**src/hw/rtl/bis_pkg.sv**
```systemverilog
`timescale 1ns / 1ps
// ----------------------------------------------------------------------------
// bis_pkg
// Shared sizes and constants of the bilinear image scaler.
// ----------------------------------------------------------------------------
package bis_pkg;

  localparam int MAX_WIDTH  = 256;
  localparam int MAX_HEIGHT = 256;
  localparam int FRAC_BITS  = 8;

  localparam int COORD_W = 11;
  localparam int CH_W    = 8;
  localparam int PIX_W   = 3 * CH_W;
  localparam int DIM_W   = 9;
  localparam int SCALE_W = 10;

  localparam int COL_W  = $clog2(MAX_WIDTH);
  localparam int ROW_W  = $clog2(MAX_HEIGHT);
  localparam int ADDR_W = COL_W + ROW_W;
  localparam int DEPTH  = MAX_WIDTH * MAX_HEIGHT;

  // percent constant 100 fits in 7 bits
  localparam int PCT      = 100;
  localparam int PCT_W    = 7;
  localparam int NUM_W    = COORD_W + PCT_W + FRAC_BITS;
  localparam int INT_W    = NUM_W - FRAC_BITS;
  localparam int WGT_W    = 2 * FRAC_BITS + 1;
  localparam int ACC_W    = CH_W + 2 * FRAC_BITS;
  localparam int ONE_W    = FRAC_BITS + 1;

  localparam int CFG_IDX_W = 2;
  localparam int CFG_DAT_W = 10;

  localparam logic [CFG_IDX_W-1:0] CFG_SRC_WIDTH  = 2'd0;
  localparam logic [CFG_IDX_W-1:0] CFG_SRC_HEIGHT = 2'd1;
  localparam logic [CFG_IDX_W-1:0] CFG_SCALE      = 2'd2;

  localparam logic REQ_LOAD = 1'b0;
  localparam logic REQ_PIX  = 1'b1;

  // effective source size: zero counts as one, large values saturate
  function automatic logic [DIM_W-1:0] clamp_dim(input logic [DIM_W-1:0] v,
                                                 input logic [DIM_W-1:0] maxv);
    logic [DIM_W-1:0] r;
    if (v == '0) begin
      r = DIM_W'(1);
    end else if (v > maxv) begin
      r = maxv;
    end else begin
      r = v;
    end
    return r;
  endfunction

endpackage

```
**src/hw/rtl/bis_div.sv**
```systemverilog
`timescale 1ns / 1ps
// ----------------------------------------------------------------------------
// bis_div
// Restoring divider, one quotient bit per cycle, for the coordinate mapping.
// ----------------------------------------------------------------------------
module bis_div
  import bis_pkg::*;
(
  input  logic               clk_i,
  input  logic               rst_ni,
  input  logic               start_i,
  input  logic [NUM_W-1:0]   num_i,
  input  logic [SCALE_W-1:0] den_i,
  output logic               done_o,
  output logic [NUM_W-1:0]   quot_o
);

  localparam int CNT_W = $clog2(NUM_W);

  logic               busy_q, busy_d;
  logic               done_q, done_d;
  logic [CNT_W-1:0]   cnt_q, cnt_d;
  logic [NUM_W-1:0]   work_q, work_d;
  logic [SCALE_W-1:0] rem_q, rem_d;
  logic [SCALE_W-1:0] den_q, den_d;
  logic [SCALE_W:0]   rem_sh;
  logic [SCALE_W:0]   diff;
  logic               qbit;

  assign rem_sh = {rem_q, work_q[NUM_W-1]};
  assign diff   = rem_sh - {1'b0, den_q};
  assign qbit   = (rem_sh >= {1'b0, den_q});

  always_comb begin
    busy_d = busy_q;
    done_d = 1'b0;
    cnt_d  = cnt_q;
    work_d = work_q;
    rem_d  = rem_q;
    den_d  = den_q;
    if (start_i) begin
      busy_d = 1'b1;
      cnt_d  = '0;
      work_d = num_i;
      rem_d  = '0;
      den_d  = den_i;
    end else if (busy_q) begin
      work_d = {work_q[NUM_W-2:0], qbit};
      rem_d  = qbit ? diff[SCALE_W-1:0] : rem_sh[SCALE_W-1:0];
      cnt_d  = cnt_q + CNT_W'(1);
      if (cnt_q == CNT_W'(NUM_W - 1)) begin
        busy_d = 1'b0;
        done_d = 1'b1;
      end
    end
  end

  always_ff @(posedge clk_i or negedge rst_ni) begin
    if (!rst_ni) begin
      busy_q <= 1'b0;
      done_q <= 1'b0;
      cnt_q  <= '0;
    end else begin
      busy_q <= busy_d;
      done_q <= done_d;
      cnt_q  <= cnt_d;
    end
  end

  always_ff @(posedge clk_i) begin
    work_q <= work_d;
    rem_q  <= rem_d;
    den_q  <= den_d;
  end

  assign done_o = done_q;
  assign quot_o = work_q;

endmodule

```
**config.mk**
```make
export PLATFORM = sky130hd
export DESIGN_NAME = bis_div
export DESIGN_NICKNAME = d
export VERILOG_FILES = /design/src/hw/rtl/bis_pkg.sv /design/src/hw/rtl/bis_div.sv
export SDC_FILE = /design/constraint.sdc
export NUM_CORES = 1
export LEC_CHECK = 0
export ABC_AREA = 1
export ABC_CLOCK_PERIOD_IN_PS = 2800
export BUFFER_PORTS_ARGS = -buffer_cell sky130_fd_sc_hd__buf_2
export CAP_MARGIN = 20
export CORE_MARGIN = 5
export CORE_UTILIZATION = 54
export CTS_CLUSTER_SIZE = 30
export DETAILED_ROUTE_END_ITERATION = 8
export GPL_ROUTABILITY_DRIVEN = 0
export PLACE_DENSITY_LB_ADDON = 0.25
export SYNTH_ARGS = -nofsm -noshare
export SYNTH_HDL_FRONTEND = slang
export SYNTH_SLANG_ARGS = --single-unit
```
**constraint.sdc**
```tcl
create_clock -name clk_i -period 2.8 [get_ports clk_i]
set_input_delay 0.28 -clock clk_i [delete_from_list [all_inputs] [get_ports clk_i]]
set_output_delay 0.28 -clock clk_i [all_outputs]
set_load 0.05 [all_outputs]
```
==> results of run 1 <==
-- layer usage --
layer  part of all wire  global-route usage
met1               0.45               0.256
met2               0.47               0.303
met3              0.081              0.0575
met4             0.0067              0.0408
met5                  0                   0
-- stage by stage --
stage               total power (uW)  cell area (um2)  hold slack (ns)
finish                          2670             3290            0.153
global placement                2250             3200            0.122
floorplan                       2050             2840          -0.0156
detailed placement              2270             3200            0.120
CTS                             2680             3290            0.143
global route                    2880             3290            0.130
-- final timing paths --
path                                       start                    end  slack (ns)  depth (start not counted)
max                        rem_q[5]$_SDFFE_PP0P_  rem_q[0]$_SDFFE_PP0P_        0.67                         10
min                                     den_i[7]     den_q[7]$_DFFE_PP_        0.15                          1
max reg2reg                rem_q[5]$_SDFFE_PP0P_  rem_q[0]$_SDFFE_PP0P_        0.67                         10
min reg2reg                rem_q[8]$_SDFFE_PP0P_  rem_q[8]$_SDFFE_PP0P_        0.49                          2
max in group asynchronous                 rst_ni   cnt_q[0]$_DFFE_PN0P_        2.31                          2
min in group asynchronous                 rst_ni   cnt_q[4]$_DFFE_PN0P_        0.33                          2
-- repair_timing --
item | CTS | global route
hold buffers | 1 | 0
resized for setup | 0 | 0
hold endpoints to repair | 7 | 0
setup buffers | 0 | 0
-- cell usage after synthesis (3+ instances only) --
library cell    n
a21oi_1         4
a21oi_2         3
clkbuf_1        4
dfrtp_1         7
dfxtp_1        10
edfxtp_1       36
ha_1           12
inv_1          40
nand2_1       142
nand2_2         5
nand3_1        22
nand3_2         3
nand3b_1        6
nor2_1         11
nor2_2          4
o21ai_0         5
xnor2_1         3
-- where the power goes --
part	switching [uW]	internal [uW]
sequential	88.1	968
combinational	775	426
clock	239	175
total	1100	1570
-- state kept, by name, summed over array words and instances (netlist names) --
register and cells:
den_q 10, rem_q 10, cnt_q 5, busy_q 1, done_o 1, quot_o 26
-- critical path, delay by kind of cell, from the launching register on --
kind            cells  cell delay, ns
simple gates        8            1.21
fa+ha+maj           1            0.39
compound gates      1            0.10
flops               1            0.35
-- area by class of cell --
type                       count  area, um2  share of cell area
sequential                    53       1460               0.443
clock inverter                 1       3.75             0.00114
timing repair buffer          68        350               0.107
multi-input combinational    232       1160               0.354
inverter                      40        150              0.0456
tap                           70       87.6              0.0266
clock buffer                   7       76.3              0.0232
-- cells by family (layout without fill, tap and decap cells) --
kind of cell,Yosys count,in the layout
compound gates,17,17
xor+xnor,3,3
fa+ha+maj,13,13
buf+inv,50,116
flops,53,53
simple gates,199,199
==> impl_metrics.json, run 1 <==
{
  "grt-ovfl-total": 0,
  "num_vias": 2294,
  "synth_compound_area_frac": 0.0361,
  "cp.arrival_ns": 2.36,
  "route.detailed.drc": 0,
  "synthSimpleGateAreaFrac": 0.305,
  "grt_util_all_layers": 0.190,
  "worstPathMaxFanout": 13,
  "skew_ns": 0.00366,
  "layout_commonest_cell": "nand2_1",
  "synth-xor-area-share": 0.00925,
  "synth_area_mm2": 0.00284,
  "area_growth_syn_to_layout_pct": 15.8,
  "cts.sinks": 53,
  "crit_chain": "ha_1 > nand2_2 > nor2_2 > nand2_1 > nor2_2 > nor2_2 > nand2_2 > nand2_1 > nand3_1 > o21ai_0",
  "setup_viol": 0,
  "fp.dieW_um": 82.5,
  "hold_viol": 0,
  "rsz0062_at_grt": "no",
  "synth_flop_cell": "edfxtp_1",
  "grt_pass1_wl_mm": 9.98,
  "fp.coreArea_mm2": 0.00511,
  "ys_seq_area_frac": 0.513,
  "worst_slew_pin_slew_ns": 0.857,
  "worstSetupStartpointType": "register",
  "finalNonFillerCells": 471,
  "clkTransAtPathRegs_ns": 0.09,
  "synth.top_cell.area_share": 0.380,
  "finalWorstSetupSlack_ns": 0.667,
  "slew_headroom": 0.428,
  "crit_slowest_cell": "nor2_2",
  "grt_max_degree": 32,
  "vias_per_cell": 4.87,
  "fp.dieH_um": 82.5,
  "powerDensity_mw_per_mm2": 812,
  "hpwlAfterDp_mm": 4.44,
  "synth_edf_count": 36,
  "yosysTopAreaCell": "edfxtp_1",
  "insertion_delay_ns": 0.29,
  "htreeDepth": 2,
  "antennaDiodeCount": 0,
  "syn_nets": 387,
  "cap_violations": 0,
  "status": "finished clean",
  "nFillCells": 433,
  "wl_mm": 5.99,
  "cp_data_required_time_ns": 3.03,
  "synth_fa_ha_area_frac": 0.0599,
  "dp.cells": 462,
  "syn_inst": 335,
  "ir_drop_mv": 0.582,
  "path_common_cell": "nor2_2",
  "ys.warnings.count": 0,
  "fin_crit_ns": 2.13,
  "fin_util": 0.644,
  "cp-end-kind": "register",
  "io_pins": 66,
  "core.rowCount": 26,
  "wl_per_cell_um": 12.7,
  "synth.distinct_cells": 30,
  "hold_class": "primary input to register",
  "synthTopCellsByArea": "edfxtp_1 38%, nand2_1 19%, dfxtp_1 7.0%",
  "period_share": 0.762,
  "crit_type": "register to register",
  "cts.path.max_buffers": 2,
  "cts_made_buffers": 5,
  "p_leak_uw": 0.00173,
  "slew_violations": 0,
  "start_util": 0.556,
  "cts_tree": "done",
  "async_flop_share": 0.132,
  "fin_tns_setup_ns": 0,
  "postRouteAntennaNets": 0,
  "mostFrequentLayoutCells": "142 x nand2_1, 65 x buf_2, 40 x inv_1",
  "slowest_delay_ns": 0.49,
  "synth_top_family_by_area": "simple AND/OR/NAND/NOR gates",
  "dieArea_mm2": 0.00681,
  "drive_gt1_frac": 0.224,
  "cts_root_buf": "clkbuf_8",
  "place_ws_ns": 0.697,
  "synth_area_per_cell_um2": 8.48,
  "muxShareOfSynthArea": 0,
  "grt_pass1_vias": 2187,
  "portBuffers": 65,
  "ys_ff_latch": 53,
  "dr.pass1.iters": 5,
  "initialDrtViolationCount": 137,
  "nNetsFinal": 452,
  "max_freq_mhz": 469,
  "antenna_found_initial": 0
}
Note: power is estimated with default switching activity, not from simulation.
==> inputs of run 2 (changes only) <==
--- a/config.mk
+++ b/config.mk
@@ -6,7 +6,7 @@
 export NUM_CORES = 1
 export LEC_CHECK = 0
 export ABC_AREA = 1
-export ABC_CLOCK_PERIOD_IN_PS = 2800
+export ABC_CLOCK_PERIOD_IN_PS = 2000
 export BUFFER_PORTS_ARGS = -buffer_cell sky130_fd_sc_hd__buf_2
 export CAP_MARGIN = 20
 export CORE_MARGIN = 5
==> constraint.sdc (replaced) <==
create_clock -name clk_i -period 2 [get_ports clk_i]
set_input_delay 0.2 -clock clk_i [delete_from_list [all_inputs] [get_ports clk_i]]
set_output_delay 0.2 -clock clk_i [all_outputs]
set_load 0.05 [all_outputs]
==> impl_metrics.json, run 2 (synthesis results as in run 1) <==
{
  "drive_gt1_frac": 0.246,
  "r2r_start": "quot_o[25]$_DFFE_PP_",
  "grt_max_degree": 28,
  "status": "finished clean",
  "initialDrtViolationCount": 88,
  "critPathCapture": "rem_q[6]$_SDFFE_PP0P_",
  "skew_ns": 0.00407,
  "crit_slowest_cell": "edfxtp_1",
  "cts.path.max_buffers": 2,
  "cap_violations": 0,
  "fin_tns_setup_ns": 0,
  "grt_pass1_vias": 2271,
  "powerDensity_mw_per_mm2": 1130,
  "wl_per_cell_um": 12.5,
  "path_common_cell": "nand3_1",
  "fp.coreArea_mm2": 0.00511,
  "fp.dieH_um": 82.5,
  "nNetsFinal": 457,
  "cts_made_buffers": 5,
  "p_leak_uw": 0.00176,
  "clkTransAtPathRegs_ns": 0.10,
  "start_util": 0.556,
  "layout_commonest_cell": "nand2_1",
  "cts_tree": "done",
  "crit_type": "register to register",
  "cp.arrival_ns": 2.07,
  "fin_crit_ns": 1.85,
  "mostFrequentLayoutCells": "142 x nand2_1, 65 x buf_2, 39 x inv_1",
  "cp-end-kind": "register",
  "p_sw_uw": 1570,
  "antennaDiodeCount": 0,
  "io_pins": 66,
  "rr_endpoint": "rem_q[6]$_SDFFE_PP0P_",
  "worstPathMaxFanout": 3,
  "htreeDepth": 2,
  "cts_root_buf": "clkbuf_8",
  "worstSetupStartpointType": "register",
  "grt_util_all_layers": 0.189,
  "max_freq_mhz": 539,
  "largest_reg_flops": 26,
  "min_path_cells": 1,
  "finalNonFillerCells": 476,
  "fp.dieW_um": 82.5,
  "rsz0062_at_grt": "no",
  "regArea_mm2": 0.00146,
  "worst-path-stages": 12,
  "cp_top_family": "simple AND/OR/NAND/NOR gates",
  "cts.sinks": 53,
  "hpwlAfterDp_mm": 4.39,
  "wl_mm": 5.97,
  "comb_power_share": 0.453,
  "slowest_delay_ns": 0.41,
  "clkPwrFrac": 0.160,
  "setup_viol": 0,
  "swShare": 0.413,
  "core.rowCount": 26,
  "nFillCells": 453,
  "path_buf_inv": 2,
  "crit_start": "quot_o[25]$_DFFE_PP_",
  "period_share": 0.927,
  "seq_power_share": 0.387,
  "area_growth_syn_to_layout_pct": 18.1,
  "fin_util": 0.657,
  "worst_slew_pin_slew_ns": 0.669,
  "dp.cells": 467,
  "insertion_delay_ns": 0.31,
  "slew_violations": 0,
  "slew_headroom": 0.553,
  "hold_class": "primary input to register",
  "grt-ovfl-total": 0,
  "cp_data_required_time_ns": 2.21,
  "dr.pass1.iters": 4,
  "postRouteAntennaNets": 0,
  "ir_drop_mv": 0.732,
  "multiInputGateArea_mm2": 0.00117,
  "antenna_found_initial": 0,
  "hold_viol": 0,
  "p_int_uw": 2230,
  "grt_pass1_wl_mm": 9.69,
  "r2r_cells": 12,
  "r2r_setup_slack_ns": 0.15,
  "portBuffers": 65,
  "num_vias": 2311,
  "crit_chain": "inv_2 > ha_1 > inv_1 > fa_2 > nand3_1 > nand3_2 > nand3_1 > nand3_1 > nand2_1 > nand2_1 > nand3_1 > nand2_1",
  "dieArea_mm2": 0.00681,
  "route.detailed.drc": 0,
  "vias_per_cell": 4.86
}
-- run 2: repair_timing --
item,4_1_cts,5_1_grt
gates resized for setup,0,2
buffers inserted,0,0
hold endpoints to repair,7,0
hold buffers,1,0
endpoints found under the setup margin,0,2
-- run 2: area by class of cell --
cell class | count | area share
Inverter | 40 | 0.0448
Tap cell | 70 | 0.0261
Clock buffer | 6 | 0.0216
Sequential cell | 53 | 0.434
Multi-Input combinational cell | 232 | 0.349
Timing Repair Buffer | 73 | 0.119
Clock inverter | 2 | 0.00448
-- run 2: metrics by stage --
| step | hold WS, ns | cell area (um2) | setup slack [ns] | power (uW) |
|---|---|---|---|---|
| floorplan | -0.0956 | 2840 | 0.00831 | 2870 |
| global placement | 0.0392 | 3250 | 0.161 | 3150 |
| detailed placement | 0.0424 | 3250 | 0.0890 | 3190 |
| CTS | 0.0546 | 3350 | 0.0797 | 3800 |
| global route | 0.0425 | 3350 | 0.0194 | 4090 |
| finish | 0.0632 | 3350 | 0.145 | 3800 |
-- run 2: how the worst min path moves through the flow --
stage / end / start / slack (ns)
2_1_floorplan: busy_q$_DFF_PN0_ / rst_ni / -0.1
6_report: den_q[7]$_DFFE_PP_ / den_i[7] / 0.06
4_1_cts: den_q[4]$_DFFE_PP_ / den_i[4] / 0.05
3_3_place_gp: cnt_q[4]$_DFFE_PN0P_ / rst_ni / 0.04
3_5_place_dp: cnt_q[3]$_DFFE_PN0P_ / rst_ni / 0.04
5_1_grt: den_q[4]$_DFFE_PP_ / den_i[4] / 0.04
-- run 2: layer usage --
| metal | GRT usage | wire, um | vias to the layer above |
|---|---|---|---|
| met2 | 0.322 | 2910 | 72 |
| met3 | 0.0575 | 468 | 6 |
| met4 | 0.0621 | 70 | 0 |
| li1 | - | - | 1204 |
| met1 | 0.228 | 2520 | 1029 |
| met5 | 0 | 0 | - |
-- run 2: power groups by stage --
stage	clock (uW)	combinational, uW	sequential [uW]
after floorplan	0	1200	1670
after global placement	0	1660	1490
after detailed placement	0	1710	1490
after CTS	617	1710	1470
after global routing	663	1930	1490
final	608	1720	1470
==> inputs of run 3 (changes only) <==
--- a/config.mk
+++ b/config.mk
@@ -5,12 +5,11 @@
 export SDC_FILE = /design/constraint.sdc
 export NUM_CORES = 1
 export LEC_CHECK = 0
-export ABC_AREA = 1
 export ABC_CLOCK_PERIOD_IN_PS = 2000
 export BUFFER_PORTS_ARGS = -buffer_cell sky130_fd_sc_hd__buf_2
 export CAP_MARGIN = 20
 export CORE_MARGIN = 5
-export CORE_UTILIZATION = 54
+export CORE_UTILIZATION = 53
 export CTS_CLUSTER_SIZE = 30
 export DETAILED_ROUTE_END_ITERATION = 8
 export GPL_ROUTABILITY_DRIVEN = 0
==> impl_metrics.json, run 3 <==
{
  "worst-path-stages": 10,
  "synth.distinct_cells": 40,
  "hold_class": "primary input to register",
  "grt_util_all_layers": 0.182,
  "postLayoutCellArea_mm2": 0.00357,
  "cap_violations": 0,
  "start_util": 0.538,
  "grt_max_degree": 27,
  "grt-ovfl-total": 0,
  "finalWorstSetupSlack_ns": -0.0433,
  "worstSetupStartpointType": "register",
  "worstPathMaxFanout": 2,
  "cp-end-kind": "register",
  "cts_made_buffers": 5,
  "route.detailed.drc": 0,
  "wl_mm": 5.67,
  "slew_headroom": 0.740,
  "skew_ns": 0.00331,
  "slew_violations": 0,
  "period_share": 1.02,
  "cts_tree": "done",
  "syn_nets": 268,
  "setup_viol": 2,
  "dpl-instance-area_mm2": 0.00330,
  "area_growth_syn_to_layout_pct": 32.5,
  "synth_area_mm2": 0.00270,
  "core.rowCount": 26,
  "hpwlAfterDp_mm": 4.05,
  "cp_top_family": "compound AO/OA/AOI/OAI gates",
  "synth.most_common_cell": "edfxtp_1",
  "synth_area_per_cell_um2": 12.5,
  "synthTopCellsByArea": "edfxtp_1 40%, mux2_2 11%, dfxtp_1 7.4%",
  "yosysTopAreaCell": "edfxtp_1",
  "syn_inst": 216,
  "worst_slew_pin_slew_ns": 0.389,
  "critPathCapture": "rem_q[6]$_SDFFE_PP0P_",
  "netlist_top_cells_count": "36 x edfxtp_1, 27 x mux2_2, 20 x nor2_1",
  "grt_pass1_wl_mm": 9.24,
  "crit_type": "register to register",
  "cts_root_buf": "clkbuf_8",
  "fp.dieH_um": 81.3,
  "r2r_cells": 10,
  "max_freq_mhz": 489,
  "cts.path.max_buffers": 2,
  "wl_per_cell_um": 15.0,
  "crit_start": "quot_o[25]$_DFFE_PP_",
  "fin_crit_ns": 2.04,
  "grt_pass1_vias": 2030,
  "antenna_found_initial": 0,
  "path_buf_inv": 2,
  "crit_slowest_cell": "edfxtp_1",
  "ys.warnings.count": 0,
  "r2r_setup_slack_ns": -0.04,
  "largest_reg_flops": 26,
  "rsz0062_at_grt": "yes",
  "fp.dieW_um": 81.3,
  "r2r_start": "quot_o[25]$_DFFE_PP_",
  "layout_commonest_cell": "buf_2",
  "cp.arrival_ns": 2.28,
  "insertion_delay_ns": 0.30,
  "vias_per_cell": 5.26,
  "dr.pass1.iters": 4,
  "violations": "negative setup slack",
  "holdWs_ns": 0.0640,
  "ir_drop_mv": 0.554,
  "synth_flop_cell": "edfxtp_1",
  "powerDensity_mw_per_mm2": 717,
  "io_pins": 66,
  "worstHoldStart": "den_i[5]",
  "fin_tns_setup_ns": -0.0836,
  "num_vias": 1992,
  "antennaDiodeCount": 0,
  "synth_edf_count": 36,
  "place_ws_ns": -0.108,
  "nNetsFinal": 360,
  "fp.coreArea_mm2": 0.00501,
  "ys_seq_area_frac": 0.540,
  "async_flop_share": 0.132,
  "power.total_uw": 2560,
  "slowest_delay_ns": 0.41,
  "cts.sinks": 53,
  "clkTransAtPathRegs_ns": 0.09,
  "cp_data_required_time_ns": 2.24,
  "mostFrequentLayoutCells": "65 x buf_2, 36 x edfxtp_1, 26 x mux2_2",
  "synth.top_cell.area_share": 0.401,
  "p_leak_uw": 0.00152,
  "crit_chain": "inv_2 > ha_4 > inv_2 > fa_2 > a211oi_2 > o21bai_1 > a21oi_1 > xnor2_1 > and3b_2 > nor3_2",
  "postRouteAntennaNets": 0,
  "path_common_cell": "inv_2",
  "min_path_cells": 1,
  "rr_endpoint": "rem_q[6]$_SDFFE_PP0P_",
  "nFillCells": 384,
  "hold_viol": 0,
  "status": "finished with violations",
  "drive_gt1_frac": 0.515,
  "portBuffers": 65,
  "ys_ff_latch": 53,
  "dieArea_mm2": 0.00661,
  "htreeDepth": 2,
  "initialDrtViolationCount": 87
}
run 3: changes by cell type after synthesis, sizes merged, moves of 4 or more:
cell / delta
a211oi: +10
inv: -28
mux2: +27
mux2i: +9
nand2: -143
nand2b: +7
nand3: -22
nand3b: -5
nor2: +5
o21ai: -4
xor2: +5
run 3: area by class of cell:
type | count | area (um2) | area share
flip-flops and latches | 53 | 1460 | 0.408
multi-input cells | 142 | 1320 | 0.368
repair buffers | 94 | 583 | 0.163
well taps | 70 | 87.6 | 0.0245
clock buffers | 6 | 72.6 | 0.0203
inverters | 12 | 45.0 | 0.0126
clock inverters | 2 | 11.3 | 0.00315
run 3: report_power, final:
| group | leakage [uW] | internal [uW] | switching [uW] | total [uW] |
|---|---|---|---|---|
| clock network | 0.0000388 | 244 | 345 | 589 |
| logic | 0.000938 | 271 | 393 | 664 |
| registers | 0.000547 | 1260 | 45.8 | 1310 |
| total | 0.00152 | 1780 | 784 | 2560 |
run 3: kinds of logic after synthesis:
group,count (synthesis),share of synthesized area
adders and majority gates,13,0.0631
AOI/OAI and AO/OA,33,0.0909
xor gates and xnor gates,10,0.0325
DFF,53,0.540
muxes,36,0.146
buffers and inverters,21,0.0353
and+or+nand+nor,50,0.0919
run 3: worst min path at each step:
stage	end	slack [ns]
6_report	den_q[5]$_DFFE_PP_	0.06
5_1_grt	den_q[5]$_DFFE_PP_	0.05
4_1_cts	den_q[5]$_DFFE_PP_	0.06
3_5_place_dp	done_o$_DFF_PN0_	0.05
3_3_place_gp	done_o$_DFF_PN0_	0.04
2_1_floorplan	busy_q$_DFF_PN0_	-0.1
run 3: per-layer routing:
metal	vias to the layer above	track usage	routed length, um	part of all wire
met5	-	0	0	0
met4	0	0.0557	70	0.012
met2	65	0.288	2690	0.47
li1	973	-	-	-
met1	946	0.238	2500	0.44
met3	8	0.0588	408	0.072
run 3: repair_timing:
action | 4_1_cts | 5_1_grt
setup buffers | 4 | 1
hold buffers | 1 | 0
endpoints found under the setup margin | 7 | 10
gates resized for setup | 8 | 18
endpoints found under the hold margin | 7 | 0
pin swaps | 10 | 12
run 3: through the flow:
step	util	cells
4_1_cts	0.692	378
3_5_place_dp	0.658	365
3_3_place_gp	0.658	365
5_1_grt	0.713	379
2_1_floorplan	-	216
6_report	0.713	379
